## src/sv/fslru_pkg.sv

```systemverilog
package fslru_pkg;

	// Field widths of one input word and one result word
	localparam int SLOT_W  = 6;
	localparam int FRAME_W = 32;

	// Default number of slots
	localparam int NUM_SLOTS_DEF = 64;

	// Action codes
	localparam logic ACT_ALLOC = 1'b0;
	localparam logic ACT_TOUCH = 1'b1;

	// Commands from the controller to the datapath
	typedef struct packed {
		logic clr_step;    // write zero at the sweep address, advance
		logic touch_wr;    // record frame number of a touched slot
		logic pop;         // pop the free stack, present the slot
		logic scan_init;   // rewind the scan address
		logic scan_rd;     // read one frame entry, advance
		logic emit_evict;  // present the least recently used slot
	} cmd_t;

	// Status from the datapath to the controller
	typedef struct packed {
		logic empty;       // free stack holds no slot
		logic addr_last;   // sweep/scan address is at the last slot
	} sts_t;

endpackage

```

## src/sv/free_stack_lru_slot_allocator.sv

```systemverilog
// Allocate from the free stack: done in the cycle after start; busy stays low, one word a cycle.
// Allocate with an empty stack: busy goes high through the scan, drain and emit states, and done follows emit,
// the scan reading the frame table one slot per cycle through its single read port.
// Touch: no result, busy stays low. Next start is taken in the cycle that done is strobed.
// Reset (arst_n low, asynchronous): stack full, then a sweep over every slot zeroes the frame
// table with busy high. Results are strobed on done for one cycle; the receiver cannot stall.
module free_stack_lru_slot_allocator #(
	parameter int NUM_SLOTS = fslru_pkg::NUM_SLOTS_DEF
) (
	input  logic                           clk,
	input  logic                           arst_n,
	input  logic                           start,
	output logic                           busy,
	input  logic                           action,
	input  logic [fslru_pkg::SLOT_W-1:0]   slot_index,
	input  logic [fslru_pkg::FRAME_W-1:0]  frame_number,
	output logic                           done,
	output logic [fslru_pkg::SLOT_W-1:0]   granted_slot,
	output logic                           was_evicted
);

	fslru_pkg::cmd_t cmd;
	fslru_pkg::sts_t sts;

	fslru_ctrl u_ctrl (
		.clk    (clk),
		.arst_n (arst_n),
		.start  (start),
		.action (action),
		.sts    (sts),
		.cmd    (cmd),
		.busy   (busy)
	);

	fslru_dp #(
		.NUM_SLOTS (NUM_SLOTS)
	) u_dp (
		.clk          (clk),
		.arst_n       (arst_n),
		.cmd          (cmd),
		.slot_index   (slot_index),
		.frame_number (frame_number),
		.sts          (sts),
		.done         (done),
		.granted_slot (granted_slot),
		.was_evicted  (was_evicted)
	);

`ifndef SYNTHESIS
	// Results appear only once the controller is back in idle
	a_done_idle: assert property (@(posedge clk) disable iff (!arst_n)
		done |-> !busy)
		else $error("result strobed while busy");

	// Pop from a non-empty stack answers in the next cycle
	a_pop_next: assert property (@(posedge clk) disable iff (!arst_n)
		(start && !busy && action == fslru_pkg::ACT_ALLOC && !sts.empty)
		|=> (done && !was_evicted))
		else $error("stack pop did not answer next cycle");

	// A touch produces no result
	a_touch_quiet: assert property (@(posedge clk) disable iff (!arst_n)
		(start && !busy && action == fslru_pkg::ACT_TOUCH) |=> !done)
		else $error("touch produced a result");
`endif

endmodule

```

## src/sv/fslru_ctrl.sv

```systemverilog
module fslru_ctrl (
	input  logic              clk,
	input  logic              arst_n,
	input  logic              start,
	input  logic              action,
	input  fslru_pkg::sts_t   sts,
	output fslru_pkg::cmd_t   cmd,
	output logic              busy
);

	localparam logic [2:0] ST_CLEAR = 3'd0;
	localparam logic [2:0] ST_IDLE  = 3'd1;
	localparam logic [2:0] ST_SCAN  = 3'd2;
	localparam logic [2:0] ST_DRAIN = 3'd3;
	localparam logic [2:0] ST_EMIT  = 3'd4;

	logic [2:0] state_q;
	logic [2:0] state_d;

	// Decode next state and commands
	always_comb begin
		cmd     = '0;
		state_d = state_q;
		unique case (state_q)
			ST_CLEAR: begin
				cmd.clr_step = 1'b1;
				if (sts.addr_last) begin
					state_d = ST_IDLE;
				end
			end
			ST_IDLE: begin
				if (start) begin
					if (action == fslru_pkg::ACT_TOUCH) begin
						cmd.touch_wr = 1'b1;
					end else if (!sts.empty) begin
						cmd.pop = 1'b1;
					end else begin
						cmd.scan_init = 1'b1;
						state_d       = ST_SCAN;
					end
				end
			end
			ST_SCAN: begin
				cmd.scan_rd = 1'b1;
				if (sts.addr_last) begin
					state_d = ST_DRAIN;
				end
			end
			ST_DRAIN: begin
				state_d = ST_EMIT;
			end
			ST_EMIT: begin
				cmd.emit_evict = 1'b1;
				state_d        = ST_IDLE;
			end
			default: begin
				state_d = ST_IDLE;
			end
		endcase
	end

	// Hold state; start with the clearing sweep after reset
	always_ff @(posedge clk or negedge arst_n) begin
		if (!arst_n) begin
			state_q <= ST_CLEAR;
		end else begin
			state_q <= state_d;
		end
	end

	assign busy = (state_q != ST_IDLE);

endmodule

```

## src/sv/fslru_dp.sv

```systemverilog
module fslru_dp #(
	parameter int NUM_SLOTS = fslru_pkg::NUM_SLOTS_DEF
) (
	input  logic                           clk,
	input  logic                           arst_n,
	input  fslru_pkg::cmd_t                cmd,
	input  logic [fslru_pkg::SLOT_W-1:0]   slot_index,
	input  logic [fslru_pkg::FRAME_W-1:0]  frame_number,
	output fslru_pkg::sts_t                sts,
	output logic                           done,
	output logic [fslru_pkg::SLOT_W-1:0]   granted_slot,
	output logic                           was_evicted
);

	localparam int IDX_W  = $clog2(NUM_SLOTS);
	localparam int CNT_W  = $clog2(NUM_SLOTS + 1);
	localparam int WIDE_W = (CNT_W > fslru_pkg::SLOT_W) ? CNT_W : fslru_pkg::SLOT_W;

	// Frame table and scan state
	logic [fslru_pkg::FRAME_W-1:0] frame_mem [NUM_SLOTS];
	logic [fslru_pkg::FRAME_W-1:0] rd_data_q;
	logic [fslru_pkg::FRAME_W-1:0] best_frame_q;
	logic [IDX_W-1:0]              best_idx_q;
	logic [IDX_W-1:0]              addr_q;
	logic [IDX_W-1:0]              rd_idx_s1;
	logic                          rd_v_s1;
	logic [CNT_W-1:0]              count_q;
	logic [CNT_W-1:0]              count_m1;
	logic                          done_q;
	logic [fslru_pkg::SLOT_W-1:0]  granted_q;
	logic                          evicted_q;

	// Write port selection
	logic [WIDE_W-1:0]             slot_wide;
	logic                          slot_ok;
	logic                          wr_en;
	logic [IDX_W-1:0]              wr_addr;
	logic [fslru_pkg::FRAME_W-1:0] wr_data;
	logic [WIDE_W-1:0]             pop_wide;
	logic [WIDE_W-1:0]             best_wide;

	assign slot_wide = WIDE_W'(slot_index);
	assign slot_ok   = (32'(slot_index) < 32'(NUM_SLOTS));
	assign wr_en     = cmd.clr_step || (cmd.touch_wr && slot_ok);
	assign wr_addr   = cmd.clr_step ? addr_q : slot_wide[IDX_W-1:0];
	assign wr_data   = cmd.clr_step ? '0 : frame_number;

	// Free stack entry k holds k and nothing is pushed back, so the top is count - 1
	assign count_m1  = count_q - CNT_W'(1);
	assign pop_wide  = WIDE_W'(count_m1);
	assign best_wide = WIDE_W'(best_idx_q);

	assign sts.empty     = (count_q == '0);
	assign sts.addr_last = (addr_q == IDX_W'(NUM_SLOTS - 1));

	// Write and read the frame table
	always_ff @(posedge clk) begin
		if (wr_en) begin
			frame_mem[wr_addr] <= wr_data;
		end
		if (cmd.scan_rd) begin
			rd_data_q <= frame_mem[addr_q];
		end
	end

	// Advance sweep/scan address, track read pipeline and stack count
	always_ff @(posedge clk or negedge arst_n) begin
		if (!arst_n) begin
			addr_q  <= '0;
			rd_v_s1 <= 1'b0;
			count_q <= CNT_W'(NUM_SLOTS);
			done_q  <= 1'b0;
		end else begin
			if (cmd.scan_init) begin
				addr_q <= '0;
			end else if (cmd.clr_step || cmd.scan_rd) begin
				addr_q <= addr_q + IDX_W'(1);
			end
			rd_v_s1 <= cmd.scan_rd;
			if (cmd.pop) begin
				count_q <= count_m1;
			end
			done_q <= cmd.pop || cmd.emit_evict;
		end
	end

	// Keep the smallest frame; strict compare keeps the lowest index on ties
	always_ff @(posedge clk) begin
		rd_idx_s1 <= addr_q;
		if (rd_v_s1 && (rd_idx_s1 == '0 || rd_data_q < best_frame_q)) begin
			best_frame_q <= rd_data_q;
			best_idx_q   <= rd_idx_s1;
		end
	end

	// Load the result word
	always_ff @(posedge clk) begin
		if (cmd.pop) begin
			granted_q <= pop_wide[fslru_pkg::SLOT_W-1:0];
			evicted_q <= 1'b0;
		end else if (cmd.emit_evict) begin
			granted_q <= best_wide[fslru_pkg::SLOT_W-1:0];
			evicted_q <= 1'b1;
		end
	end

	assign done         = done_q;
	assign granted_slot = granted_q;
	assign was_evicted  = evicted_q;

endmodule
```

## config.mk

```make
export PLATFORM = sky130hd
export DESIGN_NAME = free_stack_lru_slot_allocator
export DESIGN_NICKNAME = d
export VERILOG_FILES = /design/src/sv/fslru_pkg.sv /design/src/sv/free_stack_lru_slot_allocator.sv /design/src/sv/fslru_ctrl.sv /design/src/sv/fslru_dp.sv
export SDC_FILE = /design/constraint.sdc
export NUM_CORES = 2
export LEC_CHECK = 0
export BUFFER_PORTS_ARGS = -buffer_cell sky130_fd_sc_hd__buf_2
export CAP_MARGIN = 20
export CORE_MARGIN = 8
export CORE_UTILIZATION = 55
export DETAILED_ROUTE_END_ITERATION = 6
export GPL_ROUTABILITY_DRIVEN = 0
export HOLD_SLACK_MARGIN = 0.06
export PLACE_DENSITY = 0.79
export SYNTH_ARGS = -nofsm -noshare
export SYNTH_HDL_FRONTEND = slang
export SYNTH_SLANG_ARGS = --single-unit
```

## constraint.sdc

```tcl
create_clock -name clk -period 9.5 [get_ports clk]
set_input_delay 1.425 -clock clk [delete_from_list [all_inputs] [get_ports clk]]
set_output_delay 1.425 -clock clk [all_outputs]
set_load 0.005 [all_outputs]
```

==> impl_metrics.toml <==
[detailed_routing]
ant_nets = 0
route.detailed.drc = 0
drt_iter0_drc = 7128
wl_um = 218000
drtPass1Iterations = 6
viasPerCell = 6.93
vias = 40800
wl_per_cell_um = 37.1

[grt]
antenna_found_initial = 12
grt_pass1_wl_um = 305000
grt_max_degree = 142
grt.overflow.total = 0
track_usage_pct = 26.5
grt_pass1_vias = 41200

[clock_network]
clock_latency_ns = 0.84
cts-root-buf = "clkbuf_16"
cts_buffers = 200
cts_resized = 0
cts.reportedPaths.clkPinSlew_ns = 0.07
cts_tree = "built"
postCtsSetupBuffers = 0
cts_max_path_buffers = 3
cts.htree.levels = 4
cts.sinks = 2149
hold_buffers = 0

[timing]
hold_viol = 0
rsz0062_at_grt = "no"
max_freq_mhz = 209
drv_slew = 0
fin_tns_setup_ns = 0
finalClockSkew_ns = 0.0355
slew-limit-headroom_pct = 8.17
fin_crit_ns = 4.78
post-route-period-util_pct = 50.3
holdWs_ns = 0.453
worst_pin_slew_ns = 1.34
setup_viol = 0
finalWorstSetupSlack_ns = 4.72

[synthesis]
ys_seq_area_share_pct = 78.1
syn_area_um2 = 82400
synth_seq_cells = 2149
async_flop_share_pct = 0.838
avgSynthCellArea_um2 = 23.2
synth_ff_type = "edfxtp_1"
syn_inst = 3558
syn_nets = 3634
synth_edf_count = 2124
yosysWarnings = 0
synth_cell_type_count = 60

[power_and_ir_drop]
power_mw = 29.5
p_leak_nw = 29.6
power_frac_seq_pct = 41.4
ir_drop_v = 0.000285
clkPwrFrac_pct = 28.3
intPower_mw = 20.0
p_sw_mw = 9.46
power_density_nw_per_um2 = 317
swShare_pct = 32.1
combinationalPowerShare_pct = 30.3

[layout]
area_delta_synth_final_pct = 12.6
layoutNonFillerInstCount = 5889
layout_common_cells = "edfxtp_1, mux4_2, clkbuf_16, buf_4, mux2i_1"
fin_area_um2 = 92900
fillers = 9416
nNetsFinal = 3843
utilization_pct = 62.2
layout_commonest_cell = "edfxtp_1"
drive_above_1_share_pct = 29.8

[flow_run]
maxCapViolations = 0

[worst_setup_path]
path_cells = "buf_12 > buf_12 > mux4_2 > mux2i_1 > nor2_1 > a2111oi_0 > nor3_1"
end_kind = "flop"
cpMostUsedCell = "buf_12"
cp.arrival_ns = 5.30
slowest_delay_ns = 1.12
crit_fanout = 117
worstPathRequired_ns = 10.02
critical_path_class = "reg -> reg"
setup.worst_path.start_class = "flop"
rrSetupSlack_ns = 4.72
slowest_stage = "a2111oi_0"

[placed_design]
post-dp-hpwl_um = 107000
portBuffers = 50
pre_cts_ws_ns = 4.84
dp_cells = 5500
dpl_cell_area_um2 = 85900

[floorplan]
io_pins = 51
dieArea_um2 = 163000
core-area_um2 = 149000
rows = 142
initial_core_util_pct = 55.2
die_h_um = 403
die_width_um = 403

[worst_hold_path]
hp-class = "reg -> reg"

[outcome]
outcome = "complete, no violations"
[sequential cells by signal, summed over array words and instances (netlist names)]
register / cells
u_dp.frame_mem: 2048
u_dp.done: 1
u_dp.granted_slot: 6
u_dp.rd_data_q: 32
u_dp.count_q: 7
u_ctrl.state_q: 3
u_dp.best_idx_q: 6
u_dp.rd_idx_s1: 6
u_dp.was_evicted: 1
u_dp.rd_v_s1: 1
u_dp.addr_q: 6
u_dp.best_frame_q: 32
[power groups by stage]
stage	sequential, mW	clock, mW	combinational (mW)
3_5_place_dp	12.4	0	8.57
4_1_cts	12.2	8.36	8.74
5_1_grt	12.2	8.71	9.18
6_report	12.2	8.33	8.94
3_3_place_gp	12.3	0	8.40
2_1_floorplan	12.2	0	5.47
[worst paths after layout]
check                      cells past startpoint                  startpoint                            to
min                                            0   u_dp.rd_idx_s1[5]$_DFF_P_  u_dp.best_idx_q[5]$_DFFE_PP_
min reg2reg                                    0   u_dp.rd_idx_s1[5]$_DFF_P_  u_dp.best_idx_q[5]$_DFFE_PP_
max in group asynchronous                      1                      arst_n    u_dp.addr_q[3]$_DFFE_PN0P_
max reg2reg                                    7  u_dp.addr_q[0]$_DFFE_PN0P_   u_dp.rd_data_q[3]$_DFFE_PP_
max                                            7  u_dp.addr_q[0]$_DFFE_PN0P_   u_dp.rd_data_q[3]$_DFFE_PP_
min in group asynchronous                      1                      arst_n        u_dp.rd_v_s1$_DFF_PN0_
[logic make-up after synthesis]
| family | after synthesis | synth area share (%) |
|---|---|---|
| multiplexers | 662 | 16.7 |
| adder cells (fa/ha/maj) | 34 | 0.516 |
| buffers and inverters | 218 | 1.21 |
| flip-flops | 2149 | 78.1 |
| AO/OA/AOI/OAI | 204 | 1.68 |
| XOR/XNOR | 14 | 0.149 |
| AND/OR/NAND/NOR | 277 | 1.60 |
[synthesized netlist by cell type (2+ instances only)]
library cell     n  area (µm²)
nand2b_1         5        31.3
and2_1          36         225
buf_6            6        67.6
buf_2           66         330
o21bai_1         2        15.0
buf_4           14         105
ha_1            34         425
nor2_1         118         443
o221ai_1        18         158
o211ai_1         2        15.0
buf_1           27         101
xnor2_1         11        96.3
nand3_1          9        45.0
nor3_1          14        70.1
o22ai_1         30         188
a2111oi_0        6        52.6
nor2b_1         20         125
a22o_1           5        43.8
nand2_1         44         165
mux2_2           6        67.6
edfxtp_1      2124       63800
inv_1           37         139
o2111ai_1        5        43.8
o21ai_1          8        40.0
mux2i_1         83         831
or3_1            6        37.5
a22oi_1         14         105
mux4_2         573       12900
nand4_1          8        50.1
o221a_2          4        45.0
dfrtp_1         17         425
a211oi_1        18         135
clkbuf_1        67         251
xor2_1           3        26.3
a221o_1          2        20.0
nor4_1           5        31.3
a31oi_1          4        25.0
dfxtp_1          7         140
a21oi_1         34         170
o21a_1           5        37.5
or2_2            3        18.8
nand3b_1         3        22.5
a21o_1          11        82.6
o21ai_0         28         140
[layout make-up]
type	count	area (µm²)	share of cell area, %
diodes	6	15.0	0.0162
clock buffers	248	5370	5.79
clock inverters	126	1410	1.52
inverters	38	143	0.154
multi-input cells	1191	17600	19.0
flip-flops and latches	2149	64400	69.3
well taps	1944	2430	2.62
repair buffers	187	1480	1.60
[routing by layer]
metal	track usage (%)	routed length, µm	part of all wire (%)	vias to the layer above
met1	34.6	74300	34	21300
li1	-	-	-	15600
met4	11.5	10700	4.9	10
met3	7.79	28900	13	541
met5	0	67	0.031	-
met2	42.0	104000	48	3407
[critical path: cells and delay by family (launching register included)]
| family | cells | cell delay (ns) |
|---|---|---|
| buffers and inverters | 2 | 1.31 |
| AOI/OAI and AO/OA | 1 | 1.12 |
| muxes | 2 | 0.77 |
| DFF | 1 | 0.67 |
| and+or+nand+nor | 2 | 0.23 |
Note: power is estimated with default switching activity, not from simulation.
